### src/sv/float_quicksort_engine_defines.svh
// Assertion macros shared by the float quicksort engine files.
`ifndef FLOAT_QUICKSORT_ENGINE_DEFINES_SVH
`define FLOAT_QUICKSORT_ENGINE_DEFINES_SVH

// Check that a condition implies another in the same cycle.
`define FQS_ASSERT_NOW(label, clk, rst_n, cond, expr) \
    label: assert property (@(posedge clk) disable iff (!rst_n) (cond) |-> (expr)) \
        else $error("same-cycle check failed");

// Check that a condition implies another in the next cycle.
`define FQS_ASSERT_NEXT(label, clk, rst_n, cond, expr) \
    label: assert property (@(posedge clk) disable iff (!rst_n) (cond) |=> (expr)) \
        else $error("next-cycle check failed");

`endif

### src/sv/fqs_pkg.sv
// Package of the float quicksort engine: types, constants and the float compare.
package fqs_pkg;

    localparam int FQS_MAX_ITEMS = 64;
    localparam int FQS_VALUE_W   = 32;

    typedef enum logic [3:0] {
        ST_LOAD,
        ST_POP_RD,
        ST_POP_GET,
        ST_PIV,
        ST_CMP,
        ST_SWAP_RD,
        ST_SWAP_WR,
        ST_FIN_RD,
        ST_FIN,
        ST_FIN_WR,
        ST_PUSH_R,
        ST_EM_RD,
        ST_EM_CAP,
        ST_EM_HOLD
    } fqs_state_t;

    // Single-precision a <= b; false when either side is NaN.
    function automatic logic fqs_float_le(input logic [31:0] a, input logic [31:0] b);
        logic a_nan;
        logic b_nan;
        logic both_zero;
        logic res;
        a_nan     = (a[30:23] == 8'hFF) && (a[22:0] != 23'd0);
        b_nan     = (b[30:23] == 8'hFF) && (b[22:0] != 23'd0);
        both_zero = (a[30:0] == 31'd0) && (b[30:0] == 31'd0);
        if (a_nan || b_nan) begin
            res = 1'b0;
        end else if (both_zero) begin
            res = 1'b1;
        end else if (a[31] != b[31]) begin
            res = a[31];
        end else if (a[31]) begin
            res = (a[30:0] >= b[30:0]);
        end else begin
            res = (a[30:0] <= b[30:0]);
        end
        return res;
    endfunction

endpackage

### src/sv/fqs_ram.sv
// Generic simple dual-port RAM with registered read.
module fqs_ram #(
    parameter int WIDTH = 32,
    parameter int DEPTH = 64,
    localparam int AW = (DEPTH > 1) ? $clog2(DEPTH) : 1
) (
    input  logic             aclk,
    input  logic             we,
    input  logic [AW-1:0]    waddr,
    input  logic [WIDTH-1:0] wdata,
    input  logic [AW-1:0]    raddr,
    output logic [WIDTH-1:0] rdata
);

    logic [WIDTH-1:0] mem [DEPTH];

    // Write and read one word per cycle.
    always_ff @(posedge aclk) begin
        if (we) begin
            mem[waddr] <= wdata;
        end
        rdata <= mem[raddr];
    end

endmodule

### src/sv/float_quicksort_engine.sv
// Float quicksort engine: collects a set, sorts it by Lomuto quicksort, streams it.
//
// Input channel s_*: one single-precision bit pattern per transfer; s_final_item
// closes the set. Values past MAX_ITEMS are dropped and flag the set.
// Output channel m_*: the set in ascending float order, m_end_of_run on the
// last value, m_overflowed on every value of a set that lost items.
// Loading accepts one value per cycle. After the final transfer the block sorts
// with one shared float comparator and one value RAM with a read and a write
// port: a partition pops a range, reads its last value as the pivot, compares
// each element and exchanges those that belong left of the boundary, then
// places the pivot and pushes the subranges. Emission reads each value into the
// output register and reads the next only after the current one is taken;
// a stall holds the current value in the output register and freezes the
// sort state. s_ready is low from the final transfer until the last value of
// the set is taken.
// Reset (synchronous, aresetn low) empties the set, the range stack and the
// overflow flag and returns to loading; RAM contents are not cleared.
module float_quicksort_engine
    import fqs_pkg::*;
#(
    parameter int MAX_ITEMS = FQS_MAX_ITEMS
) (
    input  logic                   aclk,
    input  logic                   aresetn,
    input  logic                   s_valid,
    output logic                   s_ready,
    input  logic [FQS_VALUE_W-1:0] s_sample_bits,
    input  logic                   s_final_item,
    output logic                   m_valid,
    input  logic                   m_ready,
    output logic [FQS_VALUE_W-1:0] m_sorted_bits,
    output logic                   m_end_of_run,
    output logic                   m_overflowed
);

`include "float_quicksort_engine_defines.svh"

    localparam int IDX_W = $clog2(MAX_ITEMS);
    localparam int CNT_W = $clog2(MAX_ITEMS + 1);
    localparam int STK_W = 2 * IDX_W;

    fqs_state_t state_reg, state_next;
    logic [CNT_W-1:0] count_reg, count_next;
    logic [CNT_W-1:0] sp_reg, sp_next;
    logic             ovf_reg, ovf_next;
    logic [IDX_W-1:0] lo_reg, lo_next, hi_reg, hi_next;
    logic [IDX_W-1:0] k_reg, k_next, nx_reg, nx_next;
    logic [FQS_VALUE_W-1:0] piv_reg, piv_next, valk_reg, valk_next, tmp_reg, tmp_next;
    logic             mv_reg, mv_next, meor_reg, meor_next;
    logic [FQS_VALUE_W-1:0] mdat_reg, mdat_next;

    logic                   v_we;
    logic [IDX_W-1:0]       v_waddr, v_raddr;
    logic [FQS_VALUE_W-1:0] v_wdata, v_rdata;
    logic                   s_we;
    logic [IDX_W-1:0]       s_waddr, s_raddr;
    logic [STK_W-1:0]       s_wdata, s_rdata;

    logic             full;
    logic [CNT_W-1:0] cnt_after;
    logic [IDX_W-1:0] k_inc, nx_inc;
    logic             right_push;
    logic             emit_last;

    fqs_ram #(.WIDTH(FQS_VALUE_W), .DEPTH(MAX_ITEMS)) u_value_ram (
        .aclk (aclk), .we (v_we), .waddr (v_waddr), .wdata (v_wdata),
        .raddr (v_raddr), .rdata (v_rdata)
    );

    fqs_ram #(.WIDTH(STK_W), .DEPTH(MAX_ITEMS)) u_stack_ram (
        .aclk (aclk), .we (s_we), .waddr (s_waddr), .wdata (s_wdata),
        .raddr (s_raddr), .rdata (s_rdata)
    );

    assign full       = (count_reg == CNT_W'(MAX_ITEMS));
    assign cnt_after  = full ? count_reg : count_reg + CNT_W'(1);
    assign k_inc      = k_reg + IDX_W'(1);
    assign nx_inc     = nx_reg + IDX_W'(1);
    assign right_push = ({1'b0, nx_reg} + (IDX_W+1)'(1)) < {1'b0, hi_reg};
    assign emit_last  = (CNT_W'(k_reg) + CNT_W'(1)) == count_reg;

    assign s_ready       = (state_reg == ST_LOAD);
    assign m_valid       = mv_reg;
    assign m_sorted_bits = mdat_reg;
    assign m_end_of_run  = meor_reg;
    assign m_overflowed  = ovf_reg;

    // Hold state; clear control on reset.
    always_ff @(posedge aclk) begin
        if (!aresetn) begin
            state_reg <= ST_LOAD;
            count_reg <= '0;
            sp_reg    <= '0;
            ovf_reg   <= 1'b0;
            mv_reg    <= 1'b0;
        end else begin
            state_reg <= state_next;
            count_reg <= count_next;
            sp_reg    <= sp_next;
            ovf_reg   <= ovf_next;
            mv_reg    <= mv_next;
        end
        lo_reg   <= lo_next;
        hi_reg   <= hi_next;
        k_reg    <= k_next;
        nx_reg   <= nx_next;
        piv_reg  <= piv_next;
        valk_reg <= valk_next;
        tmp_reg  <= tmp_next;
        mdat_reg <= mdat_next;
        meor_reg <= meor_next;
    end

    // Sequence load, partition, stack and emission steps.
    always_comb begin
        state_next = state_reg;
        count_next = count_reg;
        sp_next    = sp_reg;
        ovf_next   = ovf_reg;
        lo_next    = lo_reg;
        hi_next    = hi_reg;
        k_next     = k_reg;
        nx_next    = nx_reg;
        piv_next   = piv_reg;
        valk_next  = valk_reg;
        tmp_next   = tmp_reg;
        mv_next    = mv_reg;
        mdat_next  = mdat_reg;
        meor_next  = meor_reg;
        v_we       = 1'b0;
        v_waddr    = k_reg;
        v_wdata    = tmp_reg;
        v_raddr    = k_reg;
        s_we       = 1'b0;
        s_waddr    = sp_reg[IDX_W-1:0];
        s_wdata    = {nx_reg, lo_reg};
        s_raddr    = sp_reg[IDX_W-1:0] - IDX_W'(1);
        unique case (state_reg)
            ST_LOAD: begin
                if (s_valid) begin
                    v_waddr = count_reg[IDX_W-1:0];
                    v_wdata = s_sample_bits;
                    if (full) begin
                        ovf_next = 1'b1;
                    end else begin
                        v_we = 1'b1;
                    end
                    count_next = cnt_after;
                    k_next     = '0;
                    if (s_final_item) begin
                        if (cnt_after >= CNT_W'(2)) begin
                            s_we       = 1'b1;
                            s_waddr    = '0;
                            s_wdata    = {IDX_W'(cnt_after - CNT_W'(1)), IDX_W'(0)};
                            sp_next    = CNT_W'(1);
                            state_next = ST_POP_RD;
                        end else begin
                            state_next = ST_EM_RD;
                        end
                    end
                end
            end
            ST_POP_RD: begin
                sp_next    = sp_reg - CNT_W'(1);
                state_next = ST_POP_GET;
            end
            ST_POP_GET: begin
                lo_next    = s_rdata[IDX_W-1:0];
                hi_next    = s_rdata[STK_W-1:IDX_W];
                v_raddr    = s_rdata[STK_W-1:IDX_W];
                state_next = ST_PIV;
            end
            ST_PIV: begin
                piv_next   = v_rdata;
                k_next     = lo_reg;
                nx_next    = lo_reg;
                v_raddr    = lo_reg;
                state_next = ST_CMP;
            end
            ST_CMP: begin
                valk_next = v_rdata;
                if (fqs_float_le(v_rdata, piv_reg) && (nx_reg != k_reg)) begin
                    v_raddr    = nx_reg;
                    state_next = ST_SWAP_RD;
                end else begin
                    if (fqs_float_le(v_rdata, piv_reg)) begin
                        nx_next = nx_inc;
                    end
                    k_next  = k_inc;
                    v_raddr = k_inc;
                    if (k_inc == hi_reg) begin
                        state_next = ST_FIN_RD;
                    end
                end
            end
            ST_SWAP_RD: begin
                tmp_next   = v_rdata;
                v_we       = 1'b1;
                v_waddr    = nx_reg;
                v_wdata    = valk_reg;
                state_next = ST_SWAP_WR;
            end
            ST_SWAP_WR: begin
                v_we    = 1'b1;
                v_waddr = k_reg;
                v_wdata = tmp_reg;
                nx_next = nx_inc;
                k_next  = k_inc;
                v_raddr = k_inc;
                if (k_inc == hi_reg) begin
                    state_next = ST_FIN_RD;
                end else begin
                    state_next = ST_CMP;
                end
            end
            ST_FIN_RD: begin
                v_raddr    = nx_reg;
                state_next = ST_FIN;
            end
            ST_FIN: begin
                tmp_next   = v_rdata;
                v_we       = 1'b1;
                v_waddr    = nx_reg;
                v_wdata    = piv_reg;
                state_next = ST_FIN_WR;
            end
            ST_FIN_WR: begin
                v_we    = 1'b1;
                v_waddr = hi_reg;
                v_wdata = tmp_reg;
                // Push the left subrange when it holds two or more values.
                if (nx_reg > lo_reg) begin
                    if ((nx_reg - IDX_W'(1)) > lo_reg) begin
                        s_we    = 1'b1;
                        s_wdata = {nx_reg - IDX_W'(1), lo_reg};
                        sp_next = sp_reg + CNT_W'(1);
                    end
                end
                state_next = ST_PUSH_R;
            end
            ST_PUSH_R: begin
                if (right_push) begin
                    s_we    = 1'b1;
                    s_wdata = {hi_reg, nx_inc};
                    sp_next = sp_reg + CNT_W'(1);
                    state_next = ST_POP_RD;
                end else if (sp_reg != '0) begin
                    state_next = ST_POP_RD;
                end else begin
                    k_next     = '0;
                    state_next = ST_EM_RD;
                end
            end
            ST_EM_RD: begin
                v_raddr    = k_reg;
                state_next = ST_EM_CAP;
            end
            ST_EM_CAP: begin
                mdat_next  = v_rdata;
                meor_next  = emit_last;
                mv_next    = 1'b1;
                state_next = ST_EM_HOLD;
            end
            ST_EM_HOLD: begin
                if (m_ready) begin
                    mv_next = 1'b0;
                    if (emit_last) begin
                        count_next = '0;
                        sp_next    = '0;
                        ovf_next   = 1'b0;
                        state_next = ST_LOAD;
                    end else begin
                        k_next     = k_inc;
                        state_next = ST_EM_RD;
                    end
                end
            end
            default: begin
                state_next = ST_LOAD;
            end
        endcase
    end

    `FQS_ASSERT_NOW(a_no_load_while_out, aclk, aresetn, s_ready, !m_valid)
    `FQS_ASSERT_NOW(a_count_bound, aclk, aresetn, 1'b1, count_reg <= CNT_W'(MAX_ITEMS))
    `FQS_ASSERT_NOW(a_stack_bound, aclk, aresetn, 1'b1, sp_reg <= CNT_W'(MAX_ITEMS / 2))
    `FQS_ASSERT_NEXT(a_run_end_reload, aclk, aresetn,
        m_valid && m_ready && m_end_of_run, s_ready && (count_reg == '0))

endmodule
### config.mk
export PLATFORM = sky130hd
export DESIGN_NAME = float_quicksort_engine
export DESIGN_NICKNAME = d
export VERILOG_FILES = /design/src/sv/fqs_pkg.sv /design/src/sv/fqs_ram.sv /design/src/sv/float_quicksort_engine.sv
export VERILOG_INCLUDE_DIRS = /design/src /design/src/sv
export SDC_FILE = /design/constraint.sdc
export NUM_CORES = 2
export LEC_CHECK = 0
export ABC_AREA = 1
export BUFFER_PORTS_ARGS = -buffer_cell sky130_fd_sc_hd__clkbuf_2
export CORE_MARGIN = 3
export CORE_UTILIZATION = 40
export CTS_CLUSTER_SIZE = 28
export DETAILED_ROUTE_END_ITERATION = 7
export PLACE_DENSITY_LB_ADDON = 0.25
export SETUP_SLACK_MARGIN = 0.15
export SLEW_MARGIN = 20
export SYNTH_ARGS = -nofsm -noshare
export SYNTH_HDL_FRONTEND = slang
export SYNTH_SLANG_ARGS = --single-unit
### constraint.sdc
create_clock -name aclk -period 6.2 [get_ports aclk]
set_input_delay 0.31 -clock aclk [delete_from_list [all_inputs] [get_ports aclk]]
set_output_delay 0.31 -clock aclk [all_outputs]
set_load 0.01 [all_outputs]
==> out/qor.yml <==
timing:
  fin_skew_ns: 0.09863
  fin_ws_ns: 0.3983
  slew_headroom_pct: 15.81
  min_period_over_period_pct: 93.58
  fmax_ghz: 0.1724
  setup_violations: 0
  min_period_ns: 5.802
  finalHoldViolations: 0
  rsz0062_at_grt: "no"
  worstMarginPinSlew_ns: 1.263
  drv_slew: 0
  fin_setup_tns_ns: 0
synth:
  ys.flop_type: "edfxtp_1"
  synth_nets: 11376
  synthCells: 11277
  yosys_warnings: 0
  yosysUniqueCellTypes: 56
  syn-cell-area_sq_um: 130700
  synth_edf_count: 2969
  syn_avg_cell_area_sq_um: 11.59
  synthArstFlopShare_pct: 0
  ys_ff_latch: 3033
  synth_seq_area_share_pct: 69.19
placed_design:
  dpl.hpwl_um: 240400
  port_buffers: 72
  placed_area_sq_um: 138500
  dp_slack_ns: 0.1238
  gp_congestion: 0.8984
worst_hold_path:
  whs_path_depth: 3
  min_to: "u_value_ram.mem[36][15]"
  hp-class: "in2reg"
  min_from: "s_sample_bits[15]"
final_layout:
  largest_reg_flops: 2048
  nets: 11475
  area_growth_pct: 13.99
  regArea_sq_um: 90450
  regMostFlops: "u_value_ram.mem"
  utilization_pct: 45.87
  multi_input_area_sq_um: 32940
  nFillCells: 29274
  final_area_sq_um: 149000
  top_regs: "u_value_ram.mem (2048), u_stack_ram.mem (768)"
  drive_gt1_share_pct: 9.326
global_route:
  grt_pass1_wl_um: 595700
  antenna_found_initial: 16
  grt_max_degree: 160
  grt_overflow: 0
  grt_pass1_vias: 85230
  track_usage_pct: 24.09
cts:
  cts_root_buf: "clkbuf_16"
  numCtsBuffers: 326
  clockBufferDepth: 4
  clk_pin_slew_ns: 0.06
  cts_tree: "built"
  cts_setup_buffers: 0
  clk_latency_ns: 0.94
  cts_htree_levels: 5
  clock_sinks: 3033
drt:
  drc_errors: 0
  via_per_inst: 5.567
  drt-total-wl_um: 412800
  dr.pass1.iters: 6
  vias: 88859
  postRouteAntennaNets: 0
  wl_per_cell_um: 25.86
  drtIter0Drc: 10693
job:
  drv_cap: 0
worst_setup_path:
  worst-endpoint-required_ns: 6.73
  critical_path.top_delay_family: "simple AND/OR/NAND/NOR gates"
  path_cells: "inv_1, nor2_1, inv_1, nor2_1, nor2_1, inv_1, nor2_1, inv_1, o21ai_1, a21boi_0, inv_1, nor2_1, nand2_1, nor2_4, buf_4"
  r2r_start: "state_reg[3]"
  slowest_delay_ns: 0.92
  crit_path_start_kind: "flip-flop"
  end_kind: "flip-flop"
  r2r_cells: 15
  crit_arrival_ns: 6.33
  r2r_slack_ns: 0.40
  r2r_end: "u_value_ram.mem[2][17]"
  worst-path-max-fanout: 22
  critical_path_buf_inv_count: 6
  path_class: "reg2reg"
  cp_slowest_cell: "nor2_4"
floorplan:
  rows: 209
  start_util_pct: 40.24
  die_y_um: 577.6
  die-area_sq_um: 333600
  die_w_um: 577.6
  io_pins: 73
  core_sq_um: 324800
status:
  status: "completed"
[synth_stat cells (all sizes together), types with 4 or more instances]
cell	count	area, sq um
o22ai	14	87.58
a2111oi	4	47.55
a211oi	13	97.59
ha	61	763.2
a21oi	53	265.3
o21ai	255	1287
nor2	595	2265
buf	382	1912
mux2i	122	1221
nand3	2233	11180
xor2	26	227.7
clkbuf	327	1227
nor3	12	60.06
o211ai	63	473.0
edfxtp	2969	89160
nand3b	641	4812
nand4	21	131.4
nand2	1679	6315
o221ai	126	1104
dfxtp	64	1281
o32ai	70	613.1
inv	1465	5502
nor4	14	87.58
xnor2	5	43.79
o2111ai	38	332.8
[logic make-up (layout without fill, tap and decap cells)]
logic type | count (synthesis) | in the layout | synth area share, %
flops | 3033 | 3033 | 69.19
other cells | 0 | 4 | 0
buf+inv | 2177 | 2534 | 6.620
compound gates | 652 | 652 | 3.405
mux | 122 | 122 | 0.9343
simple gates | 5200 | 5200 | 19.04
fa+ha+maj | 62 | 62 | 0.5993
xor+xnor | 31 | 31 | 0.2077
[how the worst max path moves through the flow]
stage,startpoint,to,cells past startpoint
2_1_floorplan,nx_reg[3],u_stack_ram.mem[0][6],17
3_3_place_gp,u_value_ram.rdata[16],u_value_ram.rdata[15],27
3_5_place_dp,u_value_ram.rdata[16],u_value_ram.rdata[15],27
4_1_cts,u_value_ram.rdata[16],u_value_ram.rdata[15],27
5_1_grt,u_value_ram.rdata[23],u_value_ram.rdata[15],23
6_report,state_reg[3],u_value_ram.mem[2][17],15
[tightest hold or removal path: cells and delay by family]
family                 cells  cell delay, ns
buffers and inverters      1            0.08
AO/OA/AOI/OAI              1            0.33
AND/OR/NAND/NOR            1            0.09
[routing by layer]
layer	wire length [um]	share of wire, %	track usage, %	up-vias
met1	169000	41	33.03	44275
li1	-	-	-	39686
met5	41	0.0099	0	-
met2	189700	46	38.32	4122
met4	21230	5.1	11.12	6
met3	32800	7.9	3.031	770
[placed cells by master (no fill, tap or decap), drive strengths merged, types with 12 or more instances in the layout]
master	count
nand3	2233
ha	61
a211oi	13
nor2	595
o2111ai	38
inv	1470
nand3b	641
clkinv	125
nand2	1679
buf	400
mux2i	122
o22ai	14
xor2	26
bufinv	17
nor4	14
o221ai	126
dfxtp	64
nor3	12
o211ai	63
clkbuf	503
edfxtp	2969
a21oi	53
o21ai	255
o32ai	70
nand4	21
[timing repair]
item,in CTS,in global routing
gates resized for setup,0,8
endpoints found under the hold margin,39,0
hold buffers,8,0
setup endpoints to repair,0,14
[through the flow]
step,hold WS (ns),std cells
after floorplan,0.3855,11277
after global placement,0.3896,15362
after detailed placement,0.3887,15364
after CTS,0.02942,15958
after global routing,0.06580,15960
final,0.1075,15963
[final cells by class]
cell class,count,share of cell area (%)
Multi-Input combinational cell,6067,22.11
Antenna cell,4,0.006719
Clock buffer,431,5.912
Tap cell,4325,3.632
Inverter,1468,3.731
Timing Repair Buffer,480,2.881
Sequential cell,3033,60.71
Clock inverter,155,1.013
Power is left out: the tool's default activity adds up to more than one toggle a clock period on the data nets, which glitch-free logic cannot reach.
